==> src/sv/mae_pkg.sv <==
// Shared types, constants and microcode table for the moving-average envelope block.
// Used by every module of the block; depends on nothing else.
package mae_pkg;

    // Field widths fixed by the interface
    localparam int SAMPLE_W   = 12;
    localparam int AVG_W      = 12;
    localparam int OFS_W      = 13;
    localparam int CMP_W      = 10;
    localparam int POL_W      = 2;
    localparam int QUO_W      = 12;
    localparam int CFG_IDX_W  = 2;
    localparam int CFG_DATA_W = 12;

    // Parameter defaults
    localparam int WINDOW_LEN_DEF = 16;
    localparam int PWM_PERIOD_DEF = 1000;

    // Register reset values
    localparam int MEAN_RST = 2048;
    localparam int PEAK_RST = 1000;

    // Configuration register indexes
    localparam logic [CFG_IDX_W-1:0] CFG_MEAN   = 2'd0;
    localparam logic [CFG_IDX_W-1:0] CFG_PEAK   = 2'd1;
    localparam logic [CFG_IDX_W-1:0] CFG_MOD_EN = 2'd2;

    // Polarity codes
    localparam logic [POL_W-1:0] POL_IDLE = 2'd0;
    localparam logic [POL_W-1:0] POL_POS  = 2'd1;
    localparam logic [POL_W-1:0] POL_NEG  = 2'd2;

    typedef logic [3:0] op_t;
    typedef logic [2:0] cond_t;
    typedef logic [3:0] step_t;

    // Datapath operations
    localparam op_t OP_NOP      = 4'd0;
    localparam op_t OP_ACCEPT   = 4'd1;
    localparam op_t OP_UPDATE   = 4'd2;
    localparam op_t OP_DIFF     = 4'd3;
    localparam op_t OP_DIV_STEP = 4'd4;
    localparam op_t OP_AVG      = 4'd5;
    localparam op_t OP_OFFSET   = 4'd6;
    localparam op_t OP_SCALE    = 4'd7;
    localparam op_t OP_PEAK     = 4'd8;
    localparam op_t OP_CMP      = 4'd9;
    localparam op_t OP_EMIT     = 4'd10;
    localparam op_t OP_RCP_MUL  = 4'd11;
    localparam op_t OP_RCP_REM  = 4'd12;

    // Jump conditions
    localparam cond_t C_NEVER    = 3'd0;
    localparam cond_t C_ALWAYS   = 3'd1;
    localparam cond_t C_NO_IN    = 3'd2;
    localparam cond_t C_DIV_MORE = 3'd3;
    localparam cond_t C_OUT_BUSY = 3'd4;

    // Jump targets
    localparam step_t S_ACCEPT  = 4'd0;
    localparam step_t S_UPDATE  = 4'd1;
    localparam step_t S_DIFF    = 4'd2;
    localparam step_t S_AVG_MUL = 4'd3;
    localparam step_t S_AVG_REM = 4'd4;
    localparam step_t S_AVG     = 4'd5;
    localparam step_t S_OFS_MUL = 4'd6;
    localparam step_t S_OFS_REM = 4'd7;
    localparam step_t S_OFFSET  = 4'd8;
    localparam step_t S_SCALE   = 4'd9;
    localparam step_t S_PEAK    = 4'd10;
    localparam step_t S_DIV_CMP = 4'd11;
    localparam step_t S_CMP     = 4'd12;
    localparam step_t S_EMIT    = 4'd13;
    localparam step_t S_WRAP    = 4'd14;

    typedef struct packed {
        op_t   op;
        cond_t cond;
        step_t target;
    } uword_t;

    typedef struct packed {
        logic in_take;
        logic out_free;
        logic div_more;
    } dp_status_t;

    typedef struct packed {
        logic load;
        logic step;
    } div_ctrl_t;

    // Microcode program: a jump is taken when the condition holds, else fall through
    function automatic uword_t ucode_rom(step_t addr);
        uword_t w;
        unique case (addr)
            S_ACCEPT:  w = '{op: OP_ACCEPT,   cond: C_NO_IN,    target: S_ACCEPT};
            S_UPDATE:  w = '{op: OP_UPDATE,   cond: C_NEVER,    target: S_ACCEPT};
            S_DIFF:    w = '{op: OP_DIFF,     cond: C_NEVER,    target: S_ACCEPT};
            S_AVG_MUL: w = '{op: OP_RCP_MUL,  cond: C_NEVER,    target: S_ACCEPT};
            S_AVG_REM: w = '{op: OP_RCP_REM,  cond: C_NEVER,    target: S_ACCEPT};
            S_AVG:     w = '{op: OP_AVG,      cond: C_NEVER,    target: S_ACCEPT};
            S_OFS_MUL: w = '{op: OP_RCP_MUL,  cond: C_NEVER,    target: S_ACCEPT};
            S_OFS_REM: w = '{op: OP_RCP_REM,  cond: C_NEVER,    target: S_ACCEPT};
            S_OFFSET:  w = '{op: OP_OFFSET,   cond: C_NEVER,    target: S_ACCEPT};
            S_SCALE:   w = '{op: OP_SCALE,    cond: C_NEVER,    target: S_ACCEPT};
            S_PEAK:    w = '{op: OP_PEAK,     cond: C_NEVER,    target: S_ACCEPT};
            S_DIV_CMP: w = '{op: OP_DIV_STEP, cond: C_DIV_MORE, target: S_DIV_CMP};
            S_CMP:     w = '{op: OP_CMP,      cond: C_NEVER,    target: S_ACCEPT};
            S_EMIT:    w = '{op: OP_EMIT,     cond: C_OUT_BUSY, target: S_EMIT};
            S_WRAP:    w = '{op: OP_NOP,      cond: C_ALWAYS,   target: S_ACCEPT};
            default:   w = '{op: OP_NOP,      cond: C_ALWAYS,   target: S_ACCEPT};
        endcase
        return w;
    endfunction

endpackage

==> src/sv/mae_sequencer.sv <==
// Microcode sequencer: step counter, control-word fetch and conditional jumps.
// Depends on mae_pkg for the control word layout and the program table.
module mae_sequencer (
    input  logic               clk,
    input  logic               rst_n,
    input  mae_pkg::dp_status_t status,
    output mae_pkg::op_t        op
);
    import mae_pkg::*;

    step_t  step_reg;
    step_t  step_next;
    uword_t uword;
    logic   jump;

    // Fetch the current control word
    assign uword = ucode_rom(step_reg);
    assign op    = uword.op;

    // Evaluate the jump condition
    always_comb
    begin
        unique case (uword.cond)
            C_NEVER:    jump = 1'b0;
            C_ALWAYS:   jump = 1'b1;
            C_NO_IN:    jump = !status.in_take;
            C_DIV_MORE: jump = status.div_more;
            C_OUT_BUSY: jump = !status.out_free;
            default:    jump = 1'b0;
        endcase
        step_next = jump ? uword.target : step_t'(step_reg + 1'b1);
    end

    // Advance the step counter
    always_ff @(posedge clk or negedge rst_n)
    begin
        if (!rst_n)
        begin
            step_reg <= S_ACCEPT;
        end
        else
        begin
            step_reg <= step_next;
        end
    end

endmodule

==> src/sv/mae_divider.sv <==
// Restoring divider, one quotient bit per cycle, QUO_W bits per division.
// Depends on mae_pkg; the dividend must stay below divisor * 2**QUO_W.
module mae_divider #(
    parameter int REM_W = 22,
    parameter int DVS_W = 12
) (
    input  logic                     clk,
    input  logic                     rst_n,
    input  mae_pkg::div_ctrl_t        ctrl,
    input  logic [REM_W-1:0]          dividend,
    input  logic [DVS_W-1:0]          divisor,
    output logic [mae_pkg::QUO_W-1:0] quotient,
    output logic                      more
);
    import mae_pkg::*;

    localparam int DS_W  = DVS_W + QUO_W - 1;
    localparam int CW    = (REM_W > DS_W) ? REM_W : DS_W;
    localparam int CNT_W = $clog2(QUO_W + 1);

    logic [REM_W-1:0] rem_reg;
    logic [DS_W-1:0]  dsh_reg;
    logic [QUO_W-1:0] quo_reg;
    logic [CNT_W-1:0] cnt_reg;
    logic             ge;

    // Trial compare of the remainder against the shifted divisor
    assign ge       = CW'(rem_reg) >= CW'(dsh_reg);
    assign quotient = quo_reg;
    assign more     = cnt_reg != CNT_W'(1);

    // Hold the remaining step count
    always_ff @(posedge clk or negedge rst_n)
    begin
        if (!rst_n)
        begin
            cnt_reg <= '0;
        end
        else if (ctrl.load)
        begin
            cnt_reg <= CNT_W'(QUO_W);
        end
        else if (ctrl.step)
        begin
            cnt_reg <= cnt_reg - 1'b1;
        end
    end

    // Subtract and shift
    always_ff @(posedge clk)
    begin
        if (ctrl.load)
        begin
            rem_reg <= dividend;
            dsh_reg <= {divisor, {(QUO_W - 1){1'b0}}};
            quo_reg <= '0;
        end
        else if (ctrl.step)
        begin
            if (ge)
            begin
                rem_reg <= rem_reg - REM_W'(dsh_reg);
            end
            dsh_reg <= dsh_reg >> 1;
            quo_reg <= {quo_reg[QUO_W-2:0], ge};
        end
    end

endmodule

==> src/sv/mae_datapath.sv <==
// Datapath: sample window memory, running sum, offset, PWM scaling and output register.
// Depends on mae_pkg and mae_divider; driven by the operation code from mae_sequencer.
module mae_datapath #(
    parameter int WINDOW_LEN = mae_pkg::WINDOW_LEN_DEF,
    parameter int PWM_PERIOD = mae_pkg::PWM_PERIOD_DEF,
    parameter int SUM_W      = mae_pkg::SAMPLE_W + $clog2(WINDOW_LEN)
) (
    input  logic                              clk,
    input  logic                              rst_n,
    input  mae_pkg::op_t                      op,
    output mae_pkg::dp_status_t               status,
    input  logic [SUM_W-1:0]                  mean_scaled,
    input  logic [mae_pkg::SAMPLE_W-1:0]      peak,
    input  logic                              mod_en,
    input  logic                              in_valid,
    output logic                              in_stall,
    input  logic [mae_pkg::SAMPLE_W-1:0]      sample,
    output logic                              out_valid,
    input  logic                              out_stall,
    output logic [mae_pkg::AVG_W-1:0]         average,
    output logic signed [mae_pkg::OFS_W-1:0]  offset_value,
    output logic [mae_pkg::CMP_W-1:0]         compare_value,
    output logic [mae_pkg::CMP_W-1:0]         off_time,
    output logic [mae_pkg::POL_W-1:0]         polarity
);
    import mae_pkg::*;

    localparam int PTR_W   = $clog2(WINDOW_LEN);
    localparam int PER_W   = $clog2(PWM_PERIOD + 1);
    localparam int PROD_W  = SAMPLE_W + PER_W;
    localparam int DIFF_W  = SUM_W + 1;
    localparam int RCP_W   = SAMPLE_W + 1;
    localparam int RPROD_W = SUM_W + RCP_W;
    localparam int OV_W    = (PROD_W > SAMPLE_W + QUO_W) ? PROD_W : SAMPLE_W + QUO_W;
    localparam logic [PTR_W-1:0] PTR_LAST  = PTR_W'(WINDOW_LEN - 1);
    localparam logic [SUM_W-1:0] LEN_S     = SUM_W'(WINDOW_LEN);
    localparam logic [RCP_W-1:0] RECIP     = RCP_W'((1 << SUM_W) / WINDOW_LEN);
    localparam logic [PER_W-1:0] PERIOD_P  = PER_W'(PWM_PERIOD);
    localparam logic [CMP_W-1:0] PERIOD_C  = CMP_W'(PWM_PERIOD);
    localparam logic [QUO_W-1:0] PERIOD_Q  = QUO_W'(PWM_PERIOD);

    // Window memory and its per-entry valid bits
    logic [SAMPLE_W-1:0]   mem [WINDOW_LEN];
    logic [WINDOW_LEN-1:0] valid_reg;
    logic [PTR_W-1:0]      ptr_reg;
    logic [SAMPLE_W-1:0]   rd_data_reg;
    logic                  rd_valid_reg;
    logic [SAMPLE_W-1:0]   samp_reg;
    logic [SUM_W-1:0]      sum_reg;

    // Working registers
    logic signed [DIFF_W-1:0] diff_reg;
    logic [AVG_W-1:0]         avg_reg;
    logic [OFS_W-1:0]         ofs_reg;
    logic [SAMPLE_W-1:0]      mag_reg;
    logic [PROD_W-1:0]        prod_reg;
    logic                     ovf_reg;
    logic [CMP_W-1:0]         cmp_reg;
    logic [SUM_W-1:0]         rx_reg;
    logic [QUO_W-1:0]         est_reg;
    logic [SUM_W-1:0]         rem_reg;

    // Output register
    logic                     out_valid_reg;
    logic [AVG_W-1:0]         out_avg_reg;
    logic [OFS_W-1:0]         out_ofs_reg;
    logic [CMP_W-1:0]         out_cmp_reg;
    logic [CMP_W-1:0]         out_off_reg;
    logic [POL_W-1:0]         out_pol_reg;

    logic                in_take;
    logic                out_free;
    logic                emit_fire;
    logic [SAMPLE_W-1:0] old_sample;
    logic [SUM_W-1:0]    diff_mag;
    logic [OFS_W-1:0]    quo_ext;
    logic [SAMPLE_W-1:0] peak_eff;
    logic                diff_pos;
    logic [RPROD_W-1:0]  rcp_prod;
    logic [QUO_W-1:0]    rcp_quo;
    div_ctrl_t           div_ctrl;
    logic [QUO_W-1:0]    quo;
    logic                div_more;

    // Handshake and status toward the sequencer
    assign in_stall  = (op != OP_ACCEPT);
    assign in_take   = (op == OP_ACCEPT) && in_valid;
    assign out_free  = !out_valid_reg || !out_stall;
    assign emit_fire = (op == OP_EMIT) && out_free;
    assign status    = '{in_take: in_take, out_free: out_free, div_more: div_more};

    // Derived values
    assign old_sample = rd_valid_reg ? rd_data_reg : '0;
    assign diff_mag   = diff_reg[DIFF_W-1] ? SUM_W'(-diff_reg) : SUM_W'(diff_reg);
    assign diff_pos   = !diff_reg[DIFF_W-1] && (diff_reg != '0);
    assign peak_eff   = (peak == '0) ? SAMPLE_W'(1) : peak;

    // Division by the window length: reciprocal estimate, low by at most one
    assign rcp_prod = {{RCP_W{1'b0}}, rx_reg} * {{SUM_W{1'b0}}, RECIP};
    assign rcp_quo  = est_reg + {{(QUO_W - 1){1'b0}}, (rem_reg >= LEN_S)};
    assign quo_ext  = {1'b0, rcp_quo};

    // Divider serves only the duty scaling by the peak register
    assign div_ctrl = '{load: (op == OP_PEAK), step: (op == OP_DIV_STEP)};

    mae_divider #(
        .REM_W (PROD_W),
        .DVS_W (SAMPLE_W)
    ) u_divider (
        .clk      (clk),
        .rst_n    (rst_n),
        .ctrl     (div_ctrl),
        .dividend (prod_reg),
        .divisor  (peak_eff),
        .quotient (quo),
        .more     (div_more)
    );

    // Window memory: read the oldest entry on accept, replace it on update
    always_ff @(posedge clk)
    begin
        if (op == OP_UPDATE)
        begin
            mem[ptr_reg] <= samp_reg;
        end
        if (op == OP_ACCEPT)
        begin
            rd_data_reg <= mem[ptr_reg];
        end
    end

    // Window control state: valid bits, pointer, running sum
    always_ff @(posedge clk or negedge rst_n)
    begin
        if (!rst_n)
        begin
            valid_reg    <= '0;
            ptr_reg      <= '0;
            sum_reg      <= '0;
            rd_valid_reg <= 1'b0;
        end
        else
        begin
            if (op == OP_ACCEPT)
            begin
                rd_valid_reg <= valid_reg[ptr_reg];
            end
            if (op == OP_UPDATE)
            begin
                valid_reg[ptr_reg] <= 1'b1;
                ptr_reg            <= (ptr_reg == PTR_LAST) ? '0 : ptr_reg + 1'b1;
                sum_reg            <= sum_reg - SUM_W'(old_sample) + SUM_W'(samp_reg);
            end
        end
    end

    // Working registers of the computation
    always_ff @(posedge clk)
    begin
        if (in_take)
        begin
            samp_reg <= sample;
        end
        case (op)
            OP_DIFF:
            begin
                diff_reg <= $signed({1'b0, sum_reg}) - $signed({1'b0, mean_scaled});
                rx_reg   <= sum_reg;
            end
            OP_RCP_MUL:
            begin
                est_reg <= rcp_prod[SUM_W +: QUO_W];
            end
            OP_RCP_REM:
            begin
                rem_reg <= rx_reg - SUM_W'(est_reg) * LEN_S;
            end
            OP_AVG:
            begin
                avg_reg <= rcp_quo;
                rx_reg  <= diff_mag;
            end
            OP_OFFSET:
            begin
                mag_reg <= rcp_quo;
                ofs_reg <= diff_reg[DIFF_W-1] ? (~quo_ext + 1'b1) : quo_ext;
            end
            OP_SCALE:
            begin
                prod_reg <= {{PER_W{1'b0}}, mag_reg} * {{SAMPLE_W{1'b0}}, PERIOD_P};
            end
            OP_PEAK:
            begin
                ovf_reg <= OV_W'(prod_reg) >= OV_W'({peak_eff, {QUO_W{1'b0}}});
            end
            OP_CMP:
            begin
                cmp_reg <= (ovf_reg || (quo > PERIOD_Q)) ? PERIOD_C : CMP_W'(quo);
            end
            default:
            begin
            end
        endcase
    end

    // Output valid: set on emit, drop once taken
    always_ff @(posedge clk or negedge rst_n)
    begin
        if (!rst_n)
        begin
            out_valid_reg <= 1'b0;
        end
        else if (emit_fire)
        begin
            out_valid_reg <= 1'b1;
        end
        else if (!out_stall)
        begin
            out_valid_reg <= 1'b0;
        end
    end

    // Output payload
    always_ff @(posedge clk)
    begin
        if (emit_fire)
        begin
            out_avg_reg <= avg_reg;
            out_ofs_reg <= ofs_reg;
            out_cmp_reg <= cmp_reg;
            out_off_reg <= PERIOD_C - cmp_reg;
            out_pol_reg <= !mod_en ? POL_IDLE : (diff_pos ? POL_POS : POL_NEG);
        end
    end

    assign out_valid     = out_valid_reg;
    assign average       = out_avg_reg;
    assign offset_value  = $signed(out_ofs_reg);
    assign compare_value = out_cmp_reg;
    assign off_time      = out_off_reg;
    assign polarity      = out_pol_reg;

endmodule

==> src/sv/moving_average_envelope_pwm.sv <==
// Top level of the moving-average envelope detector with PWM compare output.
// Holds the configuration registers; depends on mae_pkg, mae_sequencer and mae_datapath.
//
// Each accepted 12-bit sample replaces the oldest entry of a WINDOW_LEN-entry
// window (all zeros after reset, tracked by per-entry valid bits, so no clear
// pass is needed) and yields one result: the floor average, the offset from
// signal_mean truncated toward zero, a PWM compare value saturated at
// PWM_PERIOD, its off time and a polarity code. A microcoded sequencer runs
// the work on one sample at a time: the window update, the difference from
// the mean, the reciprocal divisions by the window length for the average
// and the offset, the scaling by PWM_PERIOD, the one-bit-per-cycle divider
// pass for the duty scaling by the peak register, the compare saturation
// and the emit step. The next sample is taken while a result still waits in
// the output register; a second result waits at the emit step until the
// first is taken.
// Configuration writes are always accepted and must be made while idle.
module moving_average_envelope_pwm #(
    parameter int WINDOW_LEN = mae_pkg::WINDOW_LEN_DEF,
    parameter int PWM_PERIOD = mae_pkg::PWM_PERIOD_DEF
) (
    input  logic                               clk,
    input  logic                               rst_n,
    input  logic                               cfg_valid,
    output logic                               cfg_ready,
    input  logic [mae_pkg::CFG_IDX_W-1:0]      cfg_index,
    input  logic [mae_pkg::CFG_DATA_W-1:0]     cfg_data,
    input  logic                               in_valid,
    output logic                               in_stall,
    input  logic [mae_pkg::SAMPLE_W-1:0]       sample,
    output logic                               out_valid,
    input  logic                               out_stall,
    output logic [mae_pkg::AVG_W-1:0]          average,
    output logic signed [mae_pkg::OFS_W-1:0]   offset_value,
    output logic [mae_pkg::CMP_W-1:0]          compare_value,
    output logic [mae_pkg::CMP_W-1:0]          off_time,
    output logic [mae_pkg::POL_W-1:0]          polarity
);
    import mae_pkg::*;

    localparam int SUM_W = SAMPLE_W + $clog2(WINDOW_LEN);

    logic [SUM_W-1:0]    mean_scaled_reg;
    logic [SAMPLE_W-1:0] peak_reg;
    logic                mod_en_reg;
    op_t                 op;
    dp_status_t          status;

    assign cfg_ready = 1'b1;

    // Configuration registers; the mean is kept pre-scaled by the window length
    always_ff @(posedge clk or negedge rst_n)
    begin
        if (!rst_n)
        begin
            mean_scaled_reg <= SUM_W'(MEAN_RST * WINDOW_LEN);
            peak_reg        <= SAMPLE_W'(PEAK_RST);
            mod_en_reg      <= 1'b0;
        end
        else if (cfg_valid && cfg_ready)
        begin
            unique case (cfg_index)
                CFG_MEAN:   mean_scaled_reg <= SUM_W'(cfg_data) * SUM_W'(WINDOW_LEN);
                CFG_PEAK:   peak_reg        <= cfg_data;
                CFG_MOD_EN: mod_en_reg      <= cfg_data[0];
                default:
                begin
                end
            endcase
        end
    end

    mae_sequencer u_sequencer (
        .clk    (clk),
        .rst_n  (rst_n),
        .status (status),
        .op     (op)
    );

    mae_datapath #(
        .WINDOW_LEN (WINDOW_LEN),
        .PWM_PERIOD (PWM_PERIOD),
        .SUM_W      (SUM_W)
    ) u_datapath (
        .clk           (clk),
        .rst_n         (rst_n),
        .op            (op),
        .status        (status),
        .mean_scaled   (mean_scaled_reg),
        .peak          (peak_reg),
        .mod_en        (mod_en_reg),
        .in_valid      (in_valid),
        .in_stall      (in_stall),
        .sample        (sample),
        .out_valid     (out_valid),
        .out_stall     (out_stall),
        .average       (average),
        .offset_value  (offset_value),
        .compare_value (compare_value),
        .off_time      (off_time),
        .polarity      (polarity)
    );

endmodule
==> config.mk <==
export PLATFORM = sky130hd
export DESIGN_NAME = moving_average_envelope_pwm
export DESIGN_NICKNAME = d
export VERILOG_FILES = /design/src/sv/mae_pkg.sv /design/src/sv/mae_sequencer.sv /design/src/sv/mae_divider.sv /design/src/sv/mae_datapath.sv /design/src/sv/moving_average_envelope_pwm.sv
export SDC_FILE = /design/constraint.sdc
export NUM_CORES = 1
export LEC_CHECK = 0
export BUFFER_PORTS_ARGS = -buffer_cell sky130_fd_sc_hd__buf_2
export CELL_PAD_IN_SITES_DETAIL_PLACEMENT = 1
export CELL_PAD_IN_SITES_GLOBAL_PLACEMENT = 1
export CORE_MARGIN = 10
export CORE_UTILIZATION = 35
export DETAILED_ROUTE_END_ITERATION = 6
export GPL_ROUTABILITY_DRIVEN = 0
export MAX_ROUTING_LAYER = met4
export PLACE_DENSITY = 0.67
export SLEW_MARGIN = 30
export SYNTH_ARGS = -nofsm -noshare
export SYNTH_HDL_FRONTEND = slang
export SYNTH_HIERARCHICAL = 1
export SYNTH_SLANG_ARGS = --single-unit
==> constraint.sdc <==
create_clock -name clk -period 14.2 [get_ports clk]
set_input_delay 2.84 -clock clk [delete_from_list [all_inputs] [get_ports clk]]
set_output_delay 2.84 -clock clk [all_outputs]
set_load 0.01 [all_outputs]
Word level (Yosys, flattened, before mapping)
Memory sizes are Yosys's and may differ from the RTL's. A register that Yosys moved wholly into a read port is not among the register bits.
Cells that the tools add are included.
Widths: inputs -> output; s select.
Word-level totals
  register bits: 315
  memory bits (writable): 192
  ROM bits: 176
  input bits: 31
  output and inout port bits: 50
  logic and storage cells: 122
  memories: 2
Memories
  u_datapath.mem: depth 16, bits a word 12, rd ports 1, clocked after Yosys merged registers in 1, wr ports 1, RTL line mae_datapath.sv:43  | logic [SAMPLE_W-1:0] mem [WINDOW_LEN];
  (name not given): depth 16, bits a word 11, rd ports 1, clocked after Yosys merged registers in 0, wr ports 0, RTL line mae_pkg.sv:96  | unique case (addr)
Operators by class
  add/sub/neg operators: 12
  multipliers: 1
  order comparisons: 6
  eq/ne operators: 22
  muxes and demuxes: 24
  bitwise operators: 2
  reduce and logical (&&, ||, !) cells: 21
Operators by type and width (count)
  $mux 22: 3
  $mux 23: 2
  $mux 12: 3
  $pmux 16 s2: 1
  $eq 4x4->1 const B: 6
  $ge 22x24->1: 1
  $ge 22x23->1: 1
  $sub 22x22->22: 1
  $mul 12x7->19 const B: 1
  $reduce_bool 17->1: 1
  $sub 16x16->17: 1
  $add 16x12->16: 1
  $eq 4x3->1 const B: 4
  $ge 16x5->1 const B: 1
  $mux 16: 1
  $mux 4: 4
  $neg 16->16: 1
  $or 16x16->16: 1
  $sub 16x12->16: 1
  $sub 16x16->16: 1
  $add 13x1->13 const B: 1
  $not 12->13: 1
  $add 12x1->12: 1
  $gt 12x10->1 const B: 1
  26 further kinds: 48

Logic depth before layout (Yosys ltp)
An unclocked memory read counts as a cell.
  word-level depth: 6
  gate-level depth with buffers: 17
  mapped depth without buffers: 17

By module
Netlist, hierarchy kept.
Modules (own cells, without submodules)
  mae_datapath: times used 1, cells each 1415, area an instance 20443.4 µm², sequential area each 12391.9 µm²
  mae_divider: times used 1, cells each 427, area an instance 3875.0 µm², sequential area each 1581.5 µm²
  moving_average_envelope_pwm: times used 1, cells each 58, area an instance 999.7 µm², sequential area each 634.4 µm²
  mae_sequencer: times used 1, cells each 56, area an instance 449.2 µm², sequential area each 100.1 µm²

Worst setup path before layout
No wires, ideal clock.
  path kind: input to register
  start: input out_stall
  end: register u_datapath.out_avg_reg[0] (netlist: u_datapath/average[0]), enable pin
  library setup time: 0.516 ns
  arrival: 6.291 ns
  required time: 13.684 ns
  slack: 7.393 ns
  stages on the path: 2
  buffers on the path: 0
  cells stage by stage: nand2_1 nor3b_1
On the way
  word-level cells in the longest chain between the ends: 3
Ends and longest elaborated chain
  from (decl): RTL line moving_average_envelope_pwm.sv:31  | input logic out_stall,
  $logic_not 1->1: RTL line mae_datapath.sv:88  | assign out_free = !out_valid_reg || !out_stall;
  $logic_or 1x1->1: RTL line mae_datapath.sv:88
  $logic_and 1x1->1: RTL line mae_datapath.sv:89  | assign emit_fire = (op == OP_EMIT) && out_free;
  via u_datapath.emit_fire: RTL line mae_datapath.sv:73  | logic emit_fire;
  to (signal assigned): RTL line mae_datapath.sv:228  | out_avg_reg <= avg_reg;
  to (decl): RTL line mae_datapath.sv:65  | logic [AVG_W-1:0] out_avg_reg;
The timed path passes the listed nets, and every way through them passes these cells.
A chain may end at the register's enable or synchronous reset.

Worst setup path in the final report
  start: register u_sequencer.step_reg[1]
  end: output in_stall
On the way
  word-level cells in the longest chain between the ends: 2
Ends and longest elaborated chain
  from (decl): RTL line mae_sequencer.sv:11  | step_t step_reg;
  from (signal assigned): RTL line mae_sequencer.sv:43  | step_reg <= step_next;
  $mem_v2 16x11
  via op[0]: RTL line moving_average_envelope_pwm.sv:45  | op_t op;
  $ne 4x1->1: RTL line mae_datapath.sv:86  | assign in_stall = (op != OP_ACCEPT);
  to (decl): RTL line moving_average_envelope_pwm.sv:28  | output logic in_stall,
The timed path passes the listed nets, and every way through them passes these cells.

==> flow_summary.ini <==
[power_and_ir_drop]
seqPwrFrac = 0.337
clkPwrFrac = 0.187
ir_drop_mv = 0.142
power_frac_comb = 0.476
finalPower_mw = 7.40
power_density_nw_per_um2 = 254
switchingPower_mw = 2.90
netSwitchingFraction = 0.392
p_leak_nw = 11.1
p_int_mw = 4.50

[cells_and_area]
largest_reg_flops = 192
post-route-util = 0.399
final_nets = 2265
mostFrequentLayoutCells = 415 x edfxtp_1, 214 x inv_1, 137 x ha_1
final_common_cell = edfxtp_1
stdcell_area_um2 = 29100
drive_above_1_share = 0.174
syn2layout_area_growth_pct = 13.0

[global_routing]
grt_pass1_vias = 16772
grt_max_degree = 94
grt-busiest-layer = met2
use_met1 = 0.175
met3_usage = 0.0244
grt_pass1_wl_um = 96400
antenna_found_initial = 7
use_met2 = 0.252
overflow = 0
grt_usage = 0.146

[sta]
finalCriticalPeriod_ns = 5.89
clock_skew_ns = 0.0102
period_share = 0.415
timing.fmax_mhz = 170
worstMarginPinSlew_ns = 1.07
relSlewSlack = 0.285
grt_setup_unrepaired = false
hold_viol = 0
setup_tns_ns = 0
setup_violations = 0
slew_violations = 0

[cts]
postCtsHoldBufs = 0
clk_latency_ns = 0.61
cts-root-buf = clkbuf_16
cts_tree = built
cts_resized = 0
cts_buffer_depth = 3
cts_made_buffers = 52
clk_pin_slew_worst_paths_ns = 0.06
cts_setup_buffers = 0
cts_num_sinks = 509
h-tree-depth = 2

[floorplanning]
core_area_um2 = 73000
initial_core_util = 0.353
dieArea_um2 = 84900
ioPinCount = 81
rows = 99
die_w_um = 291
die_y_um = 291

[synthesis]
synth_edf_count = 415
yosys_register_bits = 509
avgSynthCellArea_um2 = 13.2
async_flop_share = 0.139
syn_area_um2 = 25800
yosys_warnings = 6
synth_top_area_frac = 0.484
yosys-top-cells-area = edfxtp_1 48%, ha_1 6.7%, dfrtp_1 6.2%, mux4_2 5.7%, fa_1 4.1%
synthFlopType = edfxtp_1
yosys.area.top_type = edfxtp_1
synth_seq_area_share = 0.571
synth_cell_types = 90
synth_cells = 1956

[critical_path]
cp.buffers_inverters = 4
crit_chain = inv_1, ha_1, nor2_1, a211oi_1, a21oi_1, nand2b_1, nor3_2, buf_4, inv_1, buf_2
cp_top_family = buffers and inverters
start_kind = flip-flop
end_kind = output pin
cp.arrival_ns = 3.05
crit_top_cell = inv_1
critical_path_required_ns = 11.36
critPathMaxStageDelay_ns = 0.54
critPathMaxFanout = 15
crit_type = reg2out
cpMaxStageDelayCell = dfrtp_1

[drt]
vias = 15351
totalWireLength_um = 60800
dr.pass1.iters = 5
postRouteAntennaNets = 0
first_iter_violations = 1047
drcViolationCount = 0
wire_per_inst_um = 19.9
viasPerCell = 5.04

[place]
port_buffers = 79
post_dp_cell_area_um2 = 27300
dp_hpwl_um = 43500

[job]
cap_violations = 0

[run_status]
status = finished, final reports clean

[hold_path]
holdCritPathClass = reg2reg
power by group through the flow:
stage | combinational [mW] | clock [mW] | sequential, mW
3_5_place_dp | 3.53 | 0 | 2.53
5_1_grt | 3.99 | 1.49 | 2.54
3_3_place_gp | 3.39 | 0 | 2.51
6_report | 3.52 | 1.39 | 2.49
2_1_floorplan | 2.72 | 0 | 2.39
4_1_cts | 3.56 | 1.42 | 2.51
path summary, 6_finish.rpt:
kind,start,endpoint,slack [ns],cells after the start
worst min register to register,u_datapath/avg_reg[0],u_datapath/average[0],0.42,0
worst max register to register,u_datapath/mag_reg[5],u_datapath/prod_reg[21],9.40,15
min in group asynchronous,rst_n,u_datapath/ptr_reg[2],2.28,1
max in group asynchronous,rst_n,u_datapath/ptr_reg[0],11.36,1
worst max-delay path,u_sequencer/step_reg[1],in_stall,8.31,10
worst min-delay path,u_datapath/avg_reg[0],u_datapath/average[0],0.42,0
worst reg2reg max path: stages, from the launching register on:
cell and delay [ns]:
edfxtp_1 0.43, inv_1 0.26, fa_1 0.50, fa_1 0.55, fa_1 0.45, fa_1 0.52
inv_1 0.05, ha_1 0.38, and4_1 0.24, a21oi_1 0.14, o31ai_1 0.12, o41a_1 0.37
nand2_1 0.15, o21ai_0 0.11, a21oi_1 0.19, xnor2_1 0.09
routing by layer:
metal	routed length, µm	vias up
li1	-	7200
met1	26300	7808
met2	30700	259
met3	2580	84
met4	1240	0
met5	0	-
final cells by class:
class                           instances  area [µm²]
Clock buffer                           66        1400
Sequential cell                       509       14700
Clock inverter                         30         319
Antenna cell                            3        7.51
Fill cell                            7583       43800
Timing Repair Buffer                  100         567
Multi-Input combinational cell       1163       10100
Tap cell                              959        1200
Inverter                              218         818
synth_stat cells (18+ instances only):
cell type and count:
a21o_1 28, a21oi_1 71, and2_1 20, clkbuf_1 41, dfrtp_1 64, dfxtp_1 23, edfxtp_1 415, fa_1 53
ha_1 137, inv_1 214, mux2_2 26, mux2i_1 31, mux4_2 65, nand2_1 129, nand2b_1 29, nand3_1 28
nor2_1 112, nor3_1 29, o21ai_0 78, o31ai_1 18, or2_2 21, xnor2_1 63, xor2_1 35
kinds of logic after synthesis:
| family | count (synthesis) | share of synthesized area |
|---|---|---|
| other | 3 | 0.000437 |
| AOI/OAI and AO/OA | 300 | 0.0777 |
| adders and majority gates | 190 | 0.108 |
| buffers and inverters | 290 | 0.0444 |
| DFF | 509 | 0.571 |
| and+or+nand+nor | 444 | 0.0855 |
| xor gates and xnor gates | 98 | 0.0333 |
| muxes | 122 | 0.0802 |
per-stage QoR:
stage / hold WS, ns / setup slack [ns] / cells
floorplan: 0.400 / 7.39 / 1962
global placement: 0.408 / 9.11 / 2948
detailed placement: 0.407 / 8.93 / 2948
CTS: 0.423 / 8.26 / 3044
global route: 0.431 / 8.01 / 3048
finish: 0.420 / 8.31 / 3048
Note: power is estimated with default switching activity, not from simulation.
